**src/rtl/core/lbp_pkg.sv**
```systemverilog
package lbp_pkg;

  localparam int VAL_W  = 17;
  localparam int GAIN_W = 16;
  localparam int PROD_W = VAL_W + GAIN_W;
  localparam int CONE_W = PROD_W - 8;
  localparam int SUM_W  = CONE_W + 1;

  localparam logic [VAL_W-1:0]  ONE_Q16    = 17'h10000;
  localparam logic [GAIN_W-1:0] GAIN_RESET = 16'd256;

  typedef struct packed {
    logic load;
    logic scan;
    logic finish;
  } lbp_cmd_t;

endpackage

```
**src/rtl/core/lbp_ctrl.sv**
```systemverilog
module lbp_ctrl
  import lbp_pkg::*;
#(
  parameter int TABLE_CAPACITY = 128,
  parameter int IDX_W          = 7
) (
  input  logic             clk,
  input  logic             rst,
  input  logic             start,
  output logic             busy,
  output lbp_cmd_t         cmd,
  output logic [IDX_W-1:0] scan_idx
);

  localparam logic [2:0] ST_IDLE   = 3'd0;
  localparam logic [2:0] ST_SCAN   = 3'd1;
  localparam logic [2:0] ST_DRAIN1 = 3'd2;
  localparam logic [2:0] ST_DRAIN2 = 3'd3;
  localparam logic [2:0] ST_FINISH = 3'd4;

  logic [2:0]       state, state_next;
  logic [IDX_W-1:0] idx, idx_next;
  logic             idx_last;

  assign idx_last = (idx == IDX_W'(TABLE_CAPACITY - 1));

  always_comb begin
    state_next = state;
    idx_next   = idx;
    unique case (state)
      ST_IDLE: begin
        idx_next = '0;
        if (start) state_next = ST_SCAN;
      end
      ST_SCAN: begin
        idx_next = idx + 1'b1;
        if (idx_last) state_next = ST_DRAIN1;
      end
      ST_DRAIN1: state_next = ST_DRAIN2;
      ST_DRAIN2: state_next = ST_FINISH;
      ST_FINISH: state_next = ST_IDLE;
      default:   state_next = ST_IDLE;
    endcase
  end

  always_ff @(posedge clk) begin
    if (rst) begin
      state <= ST_IDLE;
      idx   <= '0;
    end else begin
      state <= state_next;
      idx   <= idx_next;
    end
  end

  assign busy       = (state != ST_IDLE);
  assign cmd.load   = start && (state == ST_IDLE);
  assign cmd.scan   = (state == ST_SCAN);
  assign cmd.finish = (state == ST_FINISH);
  assign scan_idx   = idx;

endmodule

```
**config.mk**
```make
export PLATFORM = sky130hd
export DESIGN_NAME = lbp_ctrl
export DESIGN_NICKNAME = d
export VERILOG_FILES = /design/src/rtl/core/lbp_pkg.sv /design/src/rtl/core/lbp_ctrl.sv
export SDC_FILE = /design/constraint.sdc
export NUM_CORES = 1
export LEC_CHECK = 0
export BUFFER_PORTS_ARGS = -buffer_cell sky130_fd_sc_hd__clkbuf_2
export CAP_MARGIN = 0
export CORE_AREA = 4 4 41 43
export CTS_CLUSTER_SIZE = 24
export DETAILED_ROUTE_END_ITERATION = 16
export DIE_AREA = 0 0 45 47
export PLACE_DENSITY = 0.69
export SYNTH_ARGS = -nofsm -noshare
export SYNTH_HDL_FRONTEND = slang
export SYNTH_SLANG_ARGS = --single-unit
```
**constraint.sdc**
```tcl
create_clock -name clk -period 4.5 [get_ports clk]
set_input_delay 1.35 -clock clk [delete_from_list [all_inputs] [get_ports clk]]
set_output_delay 1.35 -clock clk [all_outputs]
set_load 0.01 [all_outputs]
```
==> results of run 1 <==
## state kept, by name, summed over array words and instances (netlist names)
signal,flops
scan_idx,7
state,3
## metal layers
layer	share of wire (%)	GRT usage [%]	up-vias
met5	0	0	-
met4	0	1.75	0
met3	9.8	6.13	0
met2	42	15.0	19
met1	48	16.6	220
li1	-	-	257
## cell usage in the layout, fill, tap and decap left out, types with 3 or more instances in the layout
| cell type | count |
|---|---|
| nand2_1 | 6 |
| clkbuf_2 | 13 |
| dfxtp_1 | 10 |
| clkbuf_4 | 3 |
| a21oi_1 | 3 |
| nor2_1 | 3 |
| nand3_1 | 5 |
| o21ai_0 | 3 |
## per-stage QoR
| step | setup WS [ns] | cell area (um^2) |
|---|---|---|
| after floorplan | 1.65 | 531 |
| after global placement | 1.47 | 591 |
| after detailed placement | 1.47 | 591 |
| after CTS | 1.47 | 627 |
| after global routing | 1.39 | 627 |
| final | 1.47 | 627 |
## worst paths after layout
path,start,endpoint,slack (ns),cells past startpoint
setup / recovery,start,cmd[2],1.47,3
hold / removal,scan_idx[1]$_SDFFE_PP0P_,scan_idx[1]$_SDFFE_PP0P_,0.52,2
setup reg to reg,state[0]$_SDFFE_PP0P_,scan_idx[5]$_SDFFE_PP0P_,2.91,3
hold reg to reg,scan_idx[1]$_SDFFE_PP0P_,scan_idx[1]$_SDFFE_PP0P_,0.52,2
## cells by family (layout without fill, tap and decap cells)
family	Yosys count	in the layout	synth area share, %
AO/OA/AOI/OAI	14	14	16.5
XOR/XNOR	1	1	1.65
adder cells (fa/ha/maj)	1	1	2.36
buffers and inverters	5	18	5.19
flip-flops	10	10	37.7
multiplexers	1	1	1.89
AND/OR/NAND/NOR	32	32	34.7
## Yosys cell counts, types with 2 or more instances
cell type  instances
nor4b_1            2
clkbuf_1           2
a21oi_1            3
nor3_1             2
dfxtp_1           10
a31oi_1            2
nand2_1            6
nand3_1            5
o211ai_1           2
o21ai_0            3
nor2_1             3
or3_1              2
and2_1             2
nor2b_1            2
## layout make-up
type	count	area, um^2
Clock buffer	4	36.3
Inverter	1	3.75
Multi-Input combinational cell	49	303
Tap cell	15	18.8
Fill cell	145	674
Timing Repair Buffer	13	65.1
Sequential cell	10	200
## power breakdown
part	switching, mW	internal, mW	leakage [nW]
Combinational	0.00608	0.00588	0.153
Sequential	0.00327	0.0898	0.0811
Clock	0.0322	0.0492	0.0210
## worst max-delay path, stage by stage
cell and delay [ns]:
clkbuf_2 0.08, and2_1 0.12, clkbuf_2 0.12
==> flow_summary.ini, run 1 <==
[floorplan]
die_h_um = 47
io_pins = 14
dieArea_um2 = 2120
fp.dieW_um = 45
rows = 13
start_util_pct = 40.8
coreArea_um2 = 1300

[setup_path]
worstPathArrival_ns = 1.68
crit_type = in2out
path_max_fanout = 2
crit_required_ns = 3.15
endpoint_kind = output port
start_kind = input port

[power]
worst_ir_drop_vdd_mv = 0.200
p_leak_nw = 0.255
total_power_mw = 0.186
p_per_area_nw_per_um2 = 297

[cells_and_area]
n_antenna_cell = 0
syn2layout_area_growth_pct = 18.2
drive_gt1_share_pct = 23.4
fin_cells = 92
final_util_pct = 48.2
nets = 82

[yosys]
synthArstFlopShare_pct = 0
yosys_warnings = 0
synth_seq_cells = 10
synth_top_area_share_pct = 37.7
synth_cells = 64
synth_flop_cell = dfxtp_1
synth.yosys.seq_area_share_pct = 37.7
netlist_area_um2 = 531
synth_top_area_cell = dfxtp_1
synth_edf_count = 0
synthDistinctLibCells = 32
synth_nets = 68
synth.area.top_cells = dfxtp_1, nand3_1, nand2_1
syn_avg_cell_area_um2 = 8.29

[sta]
whs_ns = 0.519
max_freq_ghz = 0.330
setup-tns-final_ns = 0
setup_viol = 0
slew_headroom_pct = 70.4
slew_violations = 0
grt_setup_unrepaired = no
fin_crit_sh_pct = 67.3
tightest_slew_ns = 0.443
fin_crit_ns = 3.03
hold_viol = 0
skew_ns = 0.00526

[clocking]
root_buffer = clkbuf_4
cts.reportedPaths.clkPinSlew_ns = 0.07
cts_tree = yes
cts_setup_buffers = 0
cts.sinks = 10
htreeDepth = 1
clock_path_buffers = 2
cts_resized = 0
numCtsBuffers = 3
ctsHoldBuffers = 0
insertion_delay_ns = 0.27

[route]
ant_nets = 0
drt-vias-per-instance = 5.39
drtIter0Drc = 21
drc = 0
vias = 496
wl_um = 1110
dr.pass1.iters = 5
wl_per_cell_um = 12.1

[flow_run]
drv_cap = 0

[placed_design]
gp_congestion = 0.661
dpl.hpwl_um = 779
place_inst = 88
port_buffers = 13

[global_route]
track_usage_pct = 11.4
antenna_found_initial = 0
grt_max_degree = 16
grt_pass1_wl_um = 1780
grt_overflow = 0
grt_pass1_vias = 380

[worst_hold_path]
hold_path.class = reg2reg

[status]
status = complete, no violations
Power figures use the tool's default switching activity.
==> run 2, diff against run 1 <==
Settings changed: PLACE_DENSITY 0.69 to 0.72.
Clock period 4.5 ns to 2.5 ns, I/O delays scaled along.
==> run 2 against run 1 <==
Core utilization down 1.1 points. First-iteration DRC count down 90%. Clock power up 29%. Combinational power up 79%.
==> flow_summary.ini, run 2 (synthesis results as in run 1) <==
[clocking]
cts.reportedPaths.clkPinSlew_ns = 0.06
ctsHoldBuffers = 0
cts.sinks = 10
cts_resized = 0
insertion_delay_ns = 0.26
numCtsBuffers = 3
cts_tree = yes
htreeDepth = 1
clock_path_buffers = 2
root_buffer = clkbuf_4
cts_setup_buffers = 0

[cells_and_area]
syn2layout_area_growth_pct = 15.6
drive_gt1_share_pct = 22.4
final_common_cell = clkbuf_2
nets = 82
n_antenna_cell = 0
largest_reg_flops = 7
layout_common_cells = clkbuf_2, dfxtp_1, nand2_1, nand3_1
fin_area_um2 = 613

[setup_path]
cp_top_family = simple AND/OR/NAND/NOR gates
worstSetupStartpoint = state[1]$_SDFFE_PP0P_
endpoint_kind = output port
rr_startpoint = state[0]$_SDFFE_PP0P_
cp.depth = 4
crit_required_ns = 1.75
reg2reg_slack_ns = 0.89
reg2reg_depth = 3
cp_slowest_cell = dfxtp_1
cp-endpoint = cmd[2]
worstPathArrival_ns = 1.51
timing.rr.end = scan_idx[5]$_SDFFE_PP0P_
start_kind = flip-flop
crit_chain = or2_1 -> nor2_1 -> and2_1 -> clkbuf_2
crit_type = reg2out
path_max_fanout = 11
cp_num_buf_inv = 1
crit_path_max_incr_delay_ns = 0.39

[sta]
tightest_slew_ns = 0.453
setup-tns-final_ns = 0
hold_viol = 0
setup_viol = 0
slew_headroom_pct = 69.7
max_freq_ghz = 0.443
grt_setup_unrepaired = no
skew_ns = 0.00416
fin_crit_ns = 2.26
slew_violations = 0
fin_crit_sh_pct = 90.3
whs_ns = 0.503

[power]
pwr-share-clk_pct = 35.7
worst_ir_drop_vdd_mv = 0.392
p_int_mw = 0.228
switchingPower_mw = 0.0665
combPwrFrac_pct = 7.3
sw_frac_of_total_pct = 22.6
p_leak_nw = 0.248
p_per_area_nw_per_um2 = 480
seq_power_share_pct = 57.0

[route]
drt-vias-per-instance = 5.40
drtIter0Drc = 2
dr.pass1.iters = 4
wl_per_cell_um = 12.7
drc = 0
ant_nets = 0
vias = 491
wl_um = 1160

[floorplan]
io_pins = 14
rows = 13
coreArea_um2 = 1300
dieArea_um2 = 2120
die_h_um = 47
fp.dieW_um = 45
start_util_pct = 40.8

[placed_design]
place_area_um2 = 591
dpl.hpwl_um = 818
gp_congestion = 0.787
port_buffers = 13

[global_route]
grt_max_degree = 16
grt_overflow = 0
antenna_found_initial = 0
track_usage_pct = 12.7
grt_pass1_vias = 425
grt_pass1_wl_um = 1930

[flow_run]
drv_cap = 0

[worst_hold_path]
hold_path.class = reg2reg

[status]
status = complete, no violations
==> run 2: changes by cell type in the layout (fill, tap and decap cells not counted), sizes merged <==
cell    change
clkbuf      -1
==> run 2: stage by stage <==
step                      util, %  worst slack, ns  cells  power (mW)
after floorplan                 -            0.710     64       0.184
after global placement       45.4            0.570     88       0.192
after detailed placement     45.4            0.523     88       0.193
after CTS                    47.1            0.223     91       0.299
after global routing         47.1            0.108     91       0.309
final                        47.1            0.243     91       0.294
==> run 2: layout make-up <==
| cell class | count | area (um^2) |
|---|---|---|
| tap | 15 | 18.8 |
| clock buffer | 3 | 22.5 |
| inverter | 1 | 3.75 |
| fill | 152 | 688 |
| timing repair buffer | 13 | 65.1 |
| multi-input combinational | 49 | 303 |
| sequential | 10 | 200 |
==> run 2: worst register-to-register path: cells and delay by family (launching register included) <==
kind / cells / cell delay (ns)
simple gates: 2 / 0.79
flops: 1 / 0.60
compound gates: 1 / 0.15
==> run 2: how the worst min path moves through the flow <==
stage / startpoint / to / slack (ns) / cells after the start
floorplan: state[0]$_SDFFE_PP0P_ / scan_idx[3]$_SDFFE_PP0P_ / 0.49 / 2
global placement: scan_idx[1]$_SDFFE_PP0P_ / scan_idx[1]$_SDFFE_PP0P_ / 0.51 / 2
detailed placement: scan_idx[1]$_SDFFE_PP0P_ / scan_idx[1]$_SDFFE_PP0P_ / 0.50 / 2
CTS: scan_idx[1]$_SDFFE_PP0P_ / scan_idx[1]$_SDFFE_PP0P_ / 0.51 / 2
global route: scan_idx[1]$_SDFFE_PP0P_ / scan_idx[1]$_SDFFE_PP0P_ / 0.54 / 2
finish: scan_idx[1]$_SDFFE_PP0P_ / scan_idx[1]$_SDFFE_PP0P_ / 0.50 / 2
==> run 2: per-layer routing <==
metal	part of all wire (%)	track usage, %	vias up
li1	-	-	257
met1	48	16.3	220
met2	45	19.2	14
met3	7.6	6.90	0
met4	0	1.75	0
met5	0	0	-
==> run 2: power by group through the flow <==
| stage | Sequential (mW) | Combinational, mW | Clock [mW] |
|---|---|---|---|
| final | 0.168 | 0.0215 | 0.105 |
| after CTS | 0.168 | 0.0220 | 0.109 |
| after global placement | 0.171 | 0.0215 | 0 |
| after global routing | 0.168 | 0.0239 | 0.117 |
| after detailed placement | 0.171 | 0.0218 | 0 |
| after floorplan | 0.168 | 0.0157 | 0 |
